### config.mk
export PLATFORM = sky130hd
export DESIGN_NAME = lhp_div
export DESIGN_NICKNAME = d
export VERILOG_FILES = /design/src/design/lhp_pkg.sv /design/src/design/lhp_div.sv
export SDC_FILE = /design/constraint.sdc
export NUM_CORES = 1
export LEC_CHECK = 0
export ABC_CLOCK_PERIOD_IN_PS = 9600
export BUFFER_PORTS_ARGS = -buffer_cell sky130_fd_sc_hd__buf_2
export CELL_PAD_IN_SITES_DETAIL_PLACEMENT = 2
export CELL_PAD_IN_SITES_GLOBAL_PLACEMENT = 2
export CORE_UTILIZATION = 36
export CTS_BUF_LIST = sky130_fd_sc_hd__clkbuf_2
export DETAILED_ROUTE_END_ITERATION = 7
export PLACE_DENSITY = 0.95
export SYNTH_ARGS = -nofsm -noshare
export SYNTH_HDL_FRONTEND = slang
export SYNTH_SLANG_ARGS = --single-unit
### constraint.sdc
create_clock -name clock -period 9.6 [get_ports clock]
set_input_delay 1.92 -clock clock [delete_from_list [all_inputs] [get_ports clock]]
set_output_delay 1.92 -clock clock [all_outputs]
set_load 0.005 [all_outputs]
### src/design/lhp_pkg.sv
// Shared types and constants for the latency histogram block.
package lhp_pkg;

   localparam int ACTION_W  = 2;
   localparam int ELAPSED_W = 64;
   localparam int DATA_W    = 32;
   localparam int PCT_W     = 7;
   localparam int SUM_W     = 64;
   localparam int TARGET_W  = DATA_W + PCT_W;

   localparam logic [ACTION_W-1:0] ACT_RECORD = 2'd0;
   localparam logic [ACTION_W-1:0] ACT_QUERY  = 2'd1;
   localparam logic [ACTION_W-1:0] ACT_CLEAR  = 2'd2;

   localparam logic [PCT_W-1:0] PCT_RESET = 7'd95;
   localparam logic [PCT_W-1:0] PCT_SCALE = 7'd100;

   // divider handshake back to the controller
   typedef struct packed {
      logic busy;
      logic done;
   } div_status_type;

endpackage

### src/design/lhp_div.sv
// Restoring divider, one quotient bit per cycle, for the mean.
module lhp_div import lhp_pkg::*; (
   input  logic                 clock,
   input  logic                 reset,
   input  logic                 start,
   input  logic [SUM_W-1:0]     dividend,
   input  logic [DATA_W-1:0]    divisor,
   output div_status_type       status,
   output logic [SUM_W-1:0]     quotient
);

   localparam int STEP_W = $clog2(SUM_W);

   logic [DATA_W-1:0] rem_ff, rem_in;
   logic [SUM_W-1:0]  quo_ff, quo_in;
   logic [STEP_W-1:0] step_ff, step_in;
   logic              busy_ff, busy_in;
   logic              done_ff, done_in;
   logic [DATA_W:0]   rem_sh;
   logic [DATA_W+1:0] trial;
   logic              ge;

   assign rem_sh = {rem_ff, quo_ff[SUM_W-1]};
   assign trial  = {1'b0, rem_sh} - {2'b00, divisor};
   assign ge     = !trial[DATA_W+1];

   always_comb begin
      rem_in  = rem_ff;
      quo_in  = quo_ff;
      step_in = step_ff;
      busy_in = busy_ff;
      done_in = done_ff;
      if (start) begin
         rem_in  = '0;
         quo_in  = dividend;
         step_in = '0;
         busy_in = 1'b1;
         done_in = 1'b0;
      end else if (busy_ff) begin
         rem_in  = ge ? trial[DATA_W-1:0] : rem_sh[DATA_W-1:0];
         quo_in  = {quo_ff[SUM_W-2:0], ge};
         step_in = step_ff + 1'b1;
         if (step_ff == STEP_W'(SUM_W - 1)) begin
            busy_in = 1'b0;
            done_in = 1'b1;
         end
      end
   end

   always_ff @(posedge clock) begin
      rem_ff <= rem_in;
      quo_ff <= quo_in;
      if (reset) begin
         step_ff <= '0;
         busy_ff <= 1'b0;
         done_ff <= 1'b0;
      end else begin
         step_ff <= step_in;
         busy_ff <= busy_in;
         done_ff <= done_in;
      end
   end

   assign status.busy = busy_ff;
   assign status.done = done_ff;
   assign quotient    = quo_ff;

endmodule

* Yosys cells after proc, flatten, opt, wreduce, memory -nomap -nowiden
Index checks and enable logic that the tools add are counted.
Word-level totals: logic and storage cells 18, input port bits 99, flip-flop bits (word level) 104
Cells by class: add/subtract/negate cells 2, reductions and logical operators 4, equality and inequality tests 1, muxes and demuxes 6
Operator list (number):
- $mux W64 | 2
- $sub A33 B32 Y34 | 1
- $mux W32 | 1
- $add A6 B1 Y6 const B | 1
- $eq A6 B6 Y1 const B | 1
- $mux W1 | 3
- $reduce_and A2 Y1 | 1
- $reduce_bool A2 Y1 | 1
- $reduce_or A2 Y1 | 1
- $logic_not A1 Y1 | 1

* Logic depth before layout (Yosys ltp)
Gate-level depths: netlist of the first run.
word-level depth 4, mapped depth 13, depth with buffers taken out 12

* Worst setup path after synthesis of the first run
No wires, ideal clock.
kind input port to flip-flop, start input divisor[16], end register quo_ff[0] (netlist: quotient[0]), data pin, data required time 9.340 ns, library setup time 0.260 ns, setup slack 5.202 ns, data arrival time 4.138 ns, cell stages on the path 12, cells stage by stage inv_1 -> ha_1 -> buf_6 -> a21oi_2 -> o21ai_1 -> a311o_1 -> or3_1 -> o21ai_2 -> o211ai_1 -> buf_2 -> buf_6 -> mux2_2
Between the ends: word-level cells in the longest chain between the ends 4
Ends and longest elaborated chain:
- start, declared | RTL line lhp_div.sv:7 | input logic [DATA_W-1:0] divisor,
- $sub A33 B32 Y34 | RTL line lhp_div.sv:24 | assign trial = {1'b0, rem_sh} - {2'b00, divisor};
- $logic_not A1 Y1 | RTL line lhp_div.sv:25 | assign ge = !trial[DATA_W+1];
- $mux W64 | RTL line lhp_div.sv:39 | end else if (busy_ff) begin
- $mux W64 | RTL line lhp_div.sv:33 | if (start) begin
- via quo_in[0] | RTL line lhp_div.sv:15 | logic [SUM_W-1:0] quo_ff, quo_in;
- end signal, assigned | RTL line lhp_div.sv:52 | quo_ff <= quo_in;
- end, declared | RTL line lhp_div.sv:15
The timed path passes the listed nets, and every way through them passes these cells. The select of a mux whose other input is x is not followed. A chain may end at the register's enable or synchronous reset.

* Worst setup path in the final report of the first run
start input divisor[19], end register rem_ff[8]
Between the ends: word-level cells in the longest chain between the ends 2
Ends and longest elaborated chain:
- $sub A33 B32 Y34 | RTL line lhp_div.sv:24
- $mux W32 | RTL line lhp_div.sv:40 | rem_in = ge ? trial[DATA_W-1:0] : rem_sh[DATA_W-1:0];
- end signal, assigned | RTL line lhp_div.sv:51 | rem_ff <= rem_in;
- end, declared | RTL line lhp_div.sv:14 | logic [DATA_W-1:0] rem_ff, rem_in;
Every way passes these cells.

==> tab_implementation.tex, run 1 <==
\begin{tabular}{lr}
\hline
Metric & Value \\
\hline
\multicolumn{2}{l}{\textbf{Floorplan}} \\
Core region area & 16820 um\^{}2 \\
Chip Width & 134.1 um \\
Count of standard-cell rows & 47 \\
Die area & 17990 um\^{}2 \\
Initial core utilization & 37.37\% \\
I/O pin cnt & 165 \\
Overall die height & 134.1 um \\
\multicolumn{2}{l}{\textbf{Worst setup path}} \\
Critical path, cell by cell & buf\_2 > inv\_1 > ha\_1 > a21oi\_4 > a21oi\_1 > a311o\_1 > or3\_1 > o21ai\_2 > o211a\_1 > nand2\_1 > a311oi\_1 \\
Critical Path Fanout Max & 28 \\
CP peak stage delay & 0.82 ns \\
Buffers and inverters on the worst path & 2 \\
WS Path Type & input pin to register \\
Arrival time of data at the critical path endpoint & 5.00 ns \\
Worst path slowest cell & o211a\_1 \\
FF-to-FF setup slack & 6.10 ns \\
CP required & 10.15 ns \\
Crit. End Element & register \\
Startpoint types & input pin \\
Crit path max-delay family & compound AO/OA/AOI/OAI gates \\
\multicolumn{2}{l}{\textbf{Layout}} \\
Fin nets & 900 \\
Synth-to-layout area growth & 17.42\% \\
Ratio of cells with drive above 1 in the final layout & 34.97\% \\
Utilization after layout & 43.88\% \\
Number of inserted filler cells in the final layout & 1857 \\
\multicolumn{2}{l}{\textbf{Detailed routing}} \\
Residual antenna-violating net count after detailed routing & 0 \\
WL final & 20650 um \\
Max layer used & met4 \\
Total via count in the routed design & 5453 \\
Metal-1 WL & 8326 um \\
Routed length per instance & 20.74 um \\
Pre-antenna DRT Iters & 4 \\
\# DRC & 0 \\
Detailed-routed wire length on met3 & 1230 um \\
Iter 0 DRT Violations & 164 \\
Amount of wire on met2 after detailed routing & 10590 um \\
Vias per cell & 5.475 \\
\multicolumn{2}{l}{\textbf{Clocking}} \\
TritonCTS clock tree & done \\
PostCTS Resize Cnt & 0 \\
Clock buffers created by TritonCTS & 9 \\
Buffer cell driving the clock tree root & clkbuf\_2 \\
Clk buf depth & 2 \\
Buffers inserted by post-CTS timing repair & 0 \\
Clk Latency, worst-skew pair & 0.63 ns \\
Post-CTS clock slew at the launch and capture registers of the worst setup and hold paths & 0.30 ns \\
Hold Buf Count CTS & 0 \\
Clock sink count & 104 \\
Number of levels the H-tree was split into & 3 \\
\multicolumn{2}{l}{\textbf{Hold path}} \\
Class of the worst hold path & register to register \\
\multicolumn{2}{l}{\textbf{Global routing}} \\
Via count of the first global-routing pass & 6188 \\
Overall track demand over capacity in global routing & 23.58\% \\
First-pass GRT wire length & 32670 um \\
Remaining global-route overflow & 0 \\
Largest net degree at the start of global routing & 65 \\
Initial antenna violation count & 5 \\
\multicolumn{2}{l}{\textbf{Synth}} \\
Number of synthesis warnings & 0 \\
Synth area leader & edfxtp\_1 \\
Share of the synthesized area in the top cell type & 30.58\% \\
Proportion of synthesized flip-flops having asynchronous set or reset & 0\% \\
Number of flops mapped to enable cells by yosys & 64 \\
Count of mapped cells out of synthesis & 616 \\
Fraction of the yosys area taken by sequential cells & 43.32\% \\
Cell area after technology mapping & 6285 um\^{}2 \\
Total of flip-flops plus latches after synthesis & 104 \\
Most used flip-flop cell after synthesis & edfxtp\_1 \\
Cell types with the largest area share after synthesis & edfxtp\_1 31\%, dfxtp\_1 13\%, mux2\_2 12\%, ha\_1 6.6\%, nand2\_1 3.7\% \\
Synthesized area per cell & 10.20 um\^{}2 \\
Syn nets & 749 \\
Netlist cell types & 62 \\
\multicolumn{2}{l}{\textbf{Run status}} \\
Result of the run & complete, no violations \\
\multicolumn{2}{l}{\textbf{STA}} \\
Actual transition at the worst max-transition pin & 0.9387 ns \\
Final max-slew violation count & 0 \\
Sum of negative setup slack & 0 ns \\
Period utilization & 46.44\% \\
Count of endpoints failing hold in the final timing report & 0 \\
Final critical path time including I/O delays and setup & 4.459 ns \\
Clk\_skew & 0.03765 ns \\
Setup violation total in the final timing report & 0 \\
Achievable frequency & 0.2243 GHz \\
RSZ-0062 raised after global routing & false \\
Worst relative slew slack & 37.42\% \\
\multicolumn{2}{l}{\textbf{Placed design}} \\
Final RePlAce weighted congestion & 0.8127 \\
Number of buffers added on ports & 164 \\
Detailed placement HPWL & 16200 um \\
\multicolumn{2}{l}{\textbf{Power}} \\
Peak VDD IR & 0.00007979 V \\
Pleak & 0.003151 uW \\
Power density cells & 132.4 nW/um\^{}2 \\
\multicolumn{2}{l}{\textbf{Flow run}} \\
Maximum capacitance violations & 0 \\
\hline
\end{tabular}
==> layout make-up <==
cell class | count | area [um^2] | area share (%)
Sequential cell | 104 | 2723 | 36.89
Clock buffer | 10 | 50.05 | 0.6782
Timing Repair Buffer | 170 | 868.3 | 11.77
Tap cell | 220 | 275.3 | 3.730
Clock inverter | 6 | 43.79 | 0.5934
Multi-Input combinational cell | 446 | 3274 | 44.37
Inverter | 36 | 135.1 | 1.831
Antenna cell | 4 | 10.01 | 0.1356
==> path summary, 6_finish.rpt <==
| kind | to | startpoint | cells past startpoint |
|---|---|---|---|
| worst max-delay path | rem_ff[8] | divisor[19] | 11 |
| worst min-delay path | rem_ff[31] | rem_ff[31] | 2 |
| worst max register to register | rem_ff[24] | quotient[63] | 12 |
| worst min register to register | rem_ff[31] | rem_ff[31] | 2 |
==> sequential cells by signal (all words and copies together), names as in the netlist <==
register  count
busy_ff       1
rem_ff       32
step_ff       6
quotient     64
done_ff       1
==> power breakdown <==
part / leakage, uW / internal, uW / switching [uW]
combinational: 0.00212 / 106 / 129
sequential: 0.000970 / 519 / 24.7
clock: 0.0000589 / 36.7 / 162
total: 0.00315 / 662 / 315
==> worst register-to-register path: cells and delay by family, from the launching register on <==
kind,cells,cell delay [ns]
flops,1,0.45
simple gates,2,0.39
buf+inv,2,0.15
compound gates,5,1.64
fa+ha+maj,2,0.59
mux,1,0.24
==> synthesized netlist by cell type, types with 10 or more instances <==
master,count
ha_1,33
xor2_1,12
edfxtp_1,64
o21ai_0,25
nor3_1,10
xnor2_1,16
dfxtp_1,40
inv_1,36
nand2_1,62
a21o_1,13
mux2_2,65
a21oi_1,31
nand3_1,25
nor2_1,45
clkbuf_1,21
==> cell usage in the layout (no fill, tap or decap), types with 4 or more instances in the layout <==
| master | netlist | layout |
|---|---|---|
| inv_1 | 36 | 35 |
| mux2_2 | 65 | 65 |
| a32oi_1 | 6 | 6 |
| and3_1 | 9 | 9 |
| edfxtp_1 | 64 | 64 |
| o21bai_1 | 4 | 4 |
| nand2b_1 | 4 | 4 |
| nand3_1 | 25 | 25 |
| nand2_1 | 62 | 62 |
| buf_2 | 2 | 163 |
| nor2_1 | 45 | 45 |
| o21ai_0 | 25 | 25 |
| nand4_1 | 5 | 5 |
| a311oi_2 | 6 | 6 |
| buf_4 | 2 | 7 |
| dfxtp_1 | 40 | 40 |
| clkbuf_2 | 0 | 10 |
| xnor2_1 | 16 | 16 |
| o211ai_1 | 4 | 4 |
| a21o_1 | 13 | 13 |
| mux2i_1 | 9 | 9 |
| nor2b_1 | 5 | 5 |
| a311oi_1 | 9 | 9 |
| xor2_1 | 12 | 12 |
| nor3_1 | 10 | 10 |
| a21oi_1 | 31 | 31 |
| ha_1 | 33 | 33 |
| diode_2 | 0 | 4 |
==> metal layers <==
layer | track usage (%) | vias to the layer above
met2 | 43.29 | 165
met4 | 9.051 | 0
met3 | 6.085 | 35
met1 | 25.88 | 2676
li1 | - | 2577
met5 | 0 | -
==> stage by stage <==
step                cell area, um^2  std cells  total power [uW]  worst slack (ns)  hold slack [ns]
CTS                            7370        992             987.9             5.129           0.5004
floorplan                      6285        616             687.8             5.202           0.4415
global placement               7276        976             766.7             4.667           0.4584
finish                         7380        996             977.0             5.141           0.4989
global route                   7377        995              1026             5.007           0.5294
detailed placement             7276        976             787.8             4.442           0.4713
==> cell families (layout without fill, tap and decap cells) <==
family | after synthesis | count (layout) | share of synthesized area, %
XOR/XNOR | 28 | 28 | 3.902
multiplexers | 74 | 74 | 13.08
AND/OR/NAND/NOR | 176 | 176 | 12.60
other | 0 | 4 | 0
AO/OA/AOI/OAI | 134 | 134 | 15.63
adder cells (fa/ha/maj) | 34 | 34 | 6.888
buffers and inverters | 66 | 222 | 4.579
flip-flops | 104 | 104 | 43.32
(Power assumes the default switching activity.)
==> inputs of run 2 (changes only) <==
- ABC_CLOCK_PERIOD_IN_PS: 9600 -> 4000
- CORE_UTILIZATION: 36 -> 31
- PLACE_DENSITY: 0.95 -> 0.9
- clock period: 9.6 -> 4 ns (I/O delays scaled with it)
==> tab_implementation.tex, run 2 (synthesis results as in run 1) <==
\begin{tabular}{lr}
\hline
Metric & Value \\
\hline
\multicolumn{2}{l}{\textbf{Clocking}} \\
Number of levels the H-tree was split into & 3 (unchanged) \\
TritonCTS clock tree & done \\
Clock sink count & 104 (unchanged) \\
Clock buffers created by TritonCTS & 9 (unchanged) \\
PostCTS Resize Cnt & 0 (unchanged) \\
Buffer cell driving the clock tree root & clkbuf\_2 \\
Hold Buf Count CTS & 0 (unchanged) \\
Clk buf depth & 2 (unchanged) \\
Buffers inserted by post-CTS timing repair & 0 (unchanged) \\
Post-CTS clock slew at the launch and capture registers of the worst setup and hold paths & 0.31 ns (about the same) \\
Clk Latency, worst-skew pair & 0.63 ns (about the same) \\
\multicolumn{2}{l}{\textbf{Layout}} \\
Top library cells by usage in the layout, fill and taps aside & 163 x buf\_2, 65 x mux2\_2, 64 x edfxtp\_1, 62 x nand2\_1, 45 x nor2\_1 \\
Fin nets & 905 (+0.56\%) \\
Utilization after layout & 38.08\% (-5.8 points) \\
Ratio of cells with drive above 1 in the final layout & 35.52\% (+0.55 points) \\
Cell area after layout & 7483 um\^{}2 (+1.4\%) \\
Synth-to-layout area growth & 19.07\% \\
Number of inserted filler cells in the final layout & 2268 (+22\%) \\
Most common cell after layout, fill and taps aside & buf\_2 \\
Flip-flop count of the largest register after layout & 64 (unchanged) \\
\multicolumn{2}{l}{\textbf{Detailed routing}} \\
Residual antenna-violating net count after detailed routing & 0 (unchanged) \\
Total via count in the routed design & 5285 (-3.1\%) \\
Pre-antenna DRT Iters & 4 (unchanged) \\
WL final & 19540 um (-5.4\%) \\
Routed length per instance & 18.72 um (-9.7\%) \\
\# DRC & 0 (unchanged) \\
Vias per cell & 5.062 (-7.5\%) \\
Iter 0 DRT Violations & 166 (+1.2\%) \\
\multicolumn{2}{l}{\textbf{Placed design}} \\
Placed inst area & 7371 um\^{}2 (+1.3\%) \\
Detailed placement HPWL & 15290 um (-5.6\%) \\
Number of buffers added on ports & 164 (unchanged) \\
Post-place setup slack & 0.4098 ns (-4.032 ns) \\
Final RePlAce weighted congestion & 0.7691 (-5.4\%) \\
\multicolumn{2}{l}{\textbf{Worst setup path}} \\
Arrival time of data at the critical path endpoint & 3.78 ns (-1.22 ns) \\
WS Path Type & register to register \\
Crit. End Element & register \\
Worst path slowest cell & edfxtp\_1 \\
Startpoint types & register \\
Critical path, cell by cell & inv\_1 > ha\_1 > inv\_1 > fa\_1 > a21o\_1 > a311oi\_1 > or4\_1 > a31oi\_1 > o211ai\_2 > and3\_1 > nor2\_1 > o31ai\_1 \\
CP most frequent cell & inv\_1 \\
Critical Path Fanout Max & 6 (-79\%) \\
CP peak stage delay & 0.46 ns (-0.36 ns) \\
CP required & 4.55 ns (-5.60 ns) \\
Crit path max-delay family & compound AO/OA/AOI/OAI gates \\
Buffers and inverters on the worst path & 2 (unchanged) \\
\multicolumn{2}{l}{\textbf{STA}} \\
Achievable frequency & 0.3098 GHz \\
Worst relative slew slack & 54.71\% (+17 points) \\
RSZ-0062 raised after global routing & false \\
Sum of negative setup slack & 0 ns (unchanged) \\
Final critical path time including I/O delays and setup & 3.228 ns \\
Clk\_skew & 0.02543 ns (-0.01222 ns) \\
Worst Slack Setup Final & 0.7724 ns (-4.369 ns) \\
Period utilization & 80.69\% \\
Actual transition at the worst max-transition pin & 0.6723 ns (-0.2665 ns) \\
Final max-slew violation count & 0 (unchanged) \\
Setup violation total in the final timing report & 0 (unchanged) \\
Count of endpoints failing hold in the final timing report & 0 (unchanged) \\
\multicolumn{2}{l}{\textbf{Global routing}} \\
Largest net degree at the start of global routing & 53 (-18\%) \\
Via count of the first global-routing pass & 5677 (-8.3\%) \\
Overall track demand over capacity in global routing & 18.75\% (-4.8 points) \\
Initial antenna violation count & 1 (-4) \\
Remaining global-route overflow & 0 (unchanged) \\
First-pass GRT wire length & 30030 um (-8.1\%) \\
\multicolumn{2}{l}{\textbf{Power}} \\
Power density cells & 317.2 nW/um\^{}2 (+140\%) \\
Peak VDD IR & 0.0001704 V (+110\%) \\
Pleak & 0.003182 uW (+0.96\%) \\
Post-route total power & 2373 uW (+140\%) \\
\multicolumn{2}{l}{\textbf{Floorplan}} \\
Die area & 20850 um\^{}2 (+16\%) \\
Overall die height & 144.4 um (+7.6\%) \\
I/O pin cnt & 165 (unchanged) \\
Chip Width & 144.4 um (+7.6\%) \\
Core region area & 19650 um\^{}2 (+17\%) \\
Initial core utilization & 31.98\% (-5.4 points) \\
Count of standard-cell rows & 51 (+8.5\%) \\
\multicolumn{2}{l}{\textbf{Flow run}} \\
Maximum capacitance violations & 0 (unchanged) \\
\multicolumn{2}{l}{\textbf{Run status}} \\
Result of the run & complete, no violations \\
\multicolumn{2}{l}{\textbf{Hold path}} \\
Class of the worst hold path & input pin to register \\
\hline
\end{tabular}
==> run 2: worst paths after layout <==
| path | slack (ns) | end | from | cells after the start |
|---|---|---|---|---|
| worst max-delay path | 0.77 | rem_ff[22] | quotient[63] | 12 |
| worst min-delay path | 0.30 | busy_ff | reset | 2 |
| worst max register to register | 0.77 | rem_ff[22] | quotient[63] | 12 |
| worst min register to register | 0.49 | rem_ff[31] | rem_ff[31] | 2 |
==> run 2: per-stage QoR <==
stage / cells / hold slack (ns)
after floorplan: 616 / 0.4415
after CTS: 1042 / 0.2207
final: 1044 / 0.2985
after global placement: 1026 / 0.4562
after detailed placement: 1026 / 0.4668
after global routing: 1043 / 0.2272
==> run 2: layer usage <==
metal | wire length [um] | global-route usage, % | vias up
met5 | 0 | 0 | -
met4 | 248 | 4.654 | 0
met3 | 447 | 3.179 | 15
met2 | 10020 | 33.40 | 74
met1 | 8826 | 23.32 | 2620
li1 | - | - | 2576
==> run 2: final cells by class <==
cell class / count / area [um^2] / share of cell area, %
sequential: 104 / 2724 / 36.40
clock buffer: 9 / 45.04 / 0.6019
clock inverter: 7 / 62.56 / 0.8360
multi-input combinational: 446 / 3274 / 43.76
timing repair buffer: 175 / 905.9 / 12.10
antenna: 2 / 5.005 / 0.06688
inverter: 36 / 135.1 / 1.806
tap: 265 / 331.6 / 4.431
==> run 2: report_power, final <==
part,internal [uW],switching (uW)
combinational,257,305
sequential,1240,54.5
clock,100,411
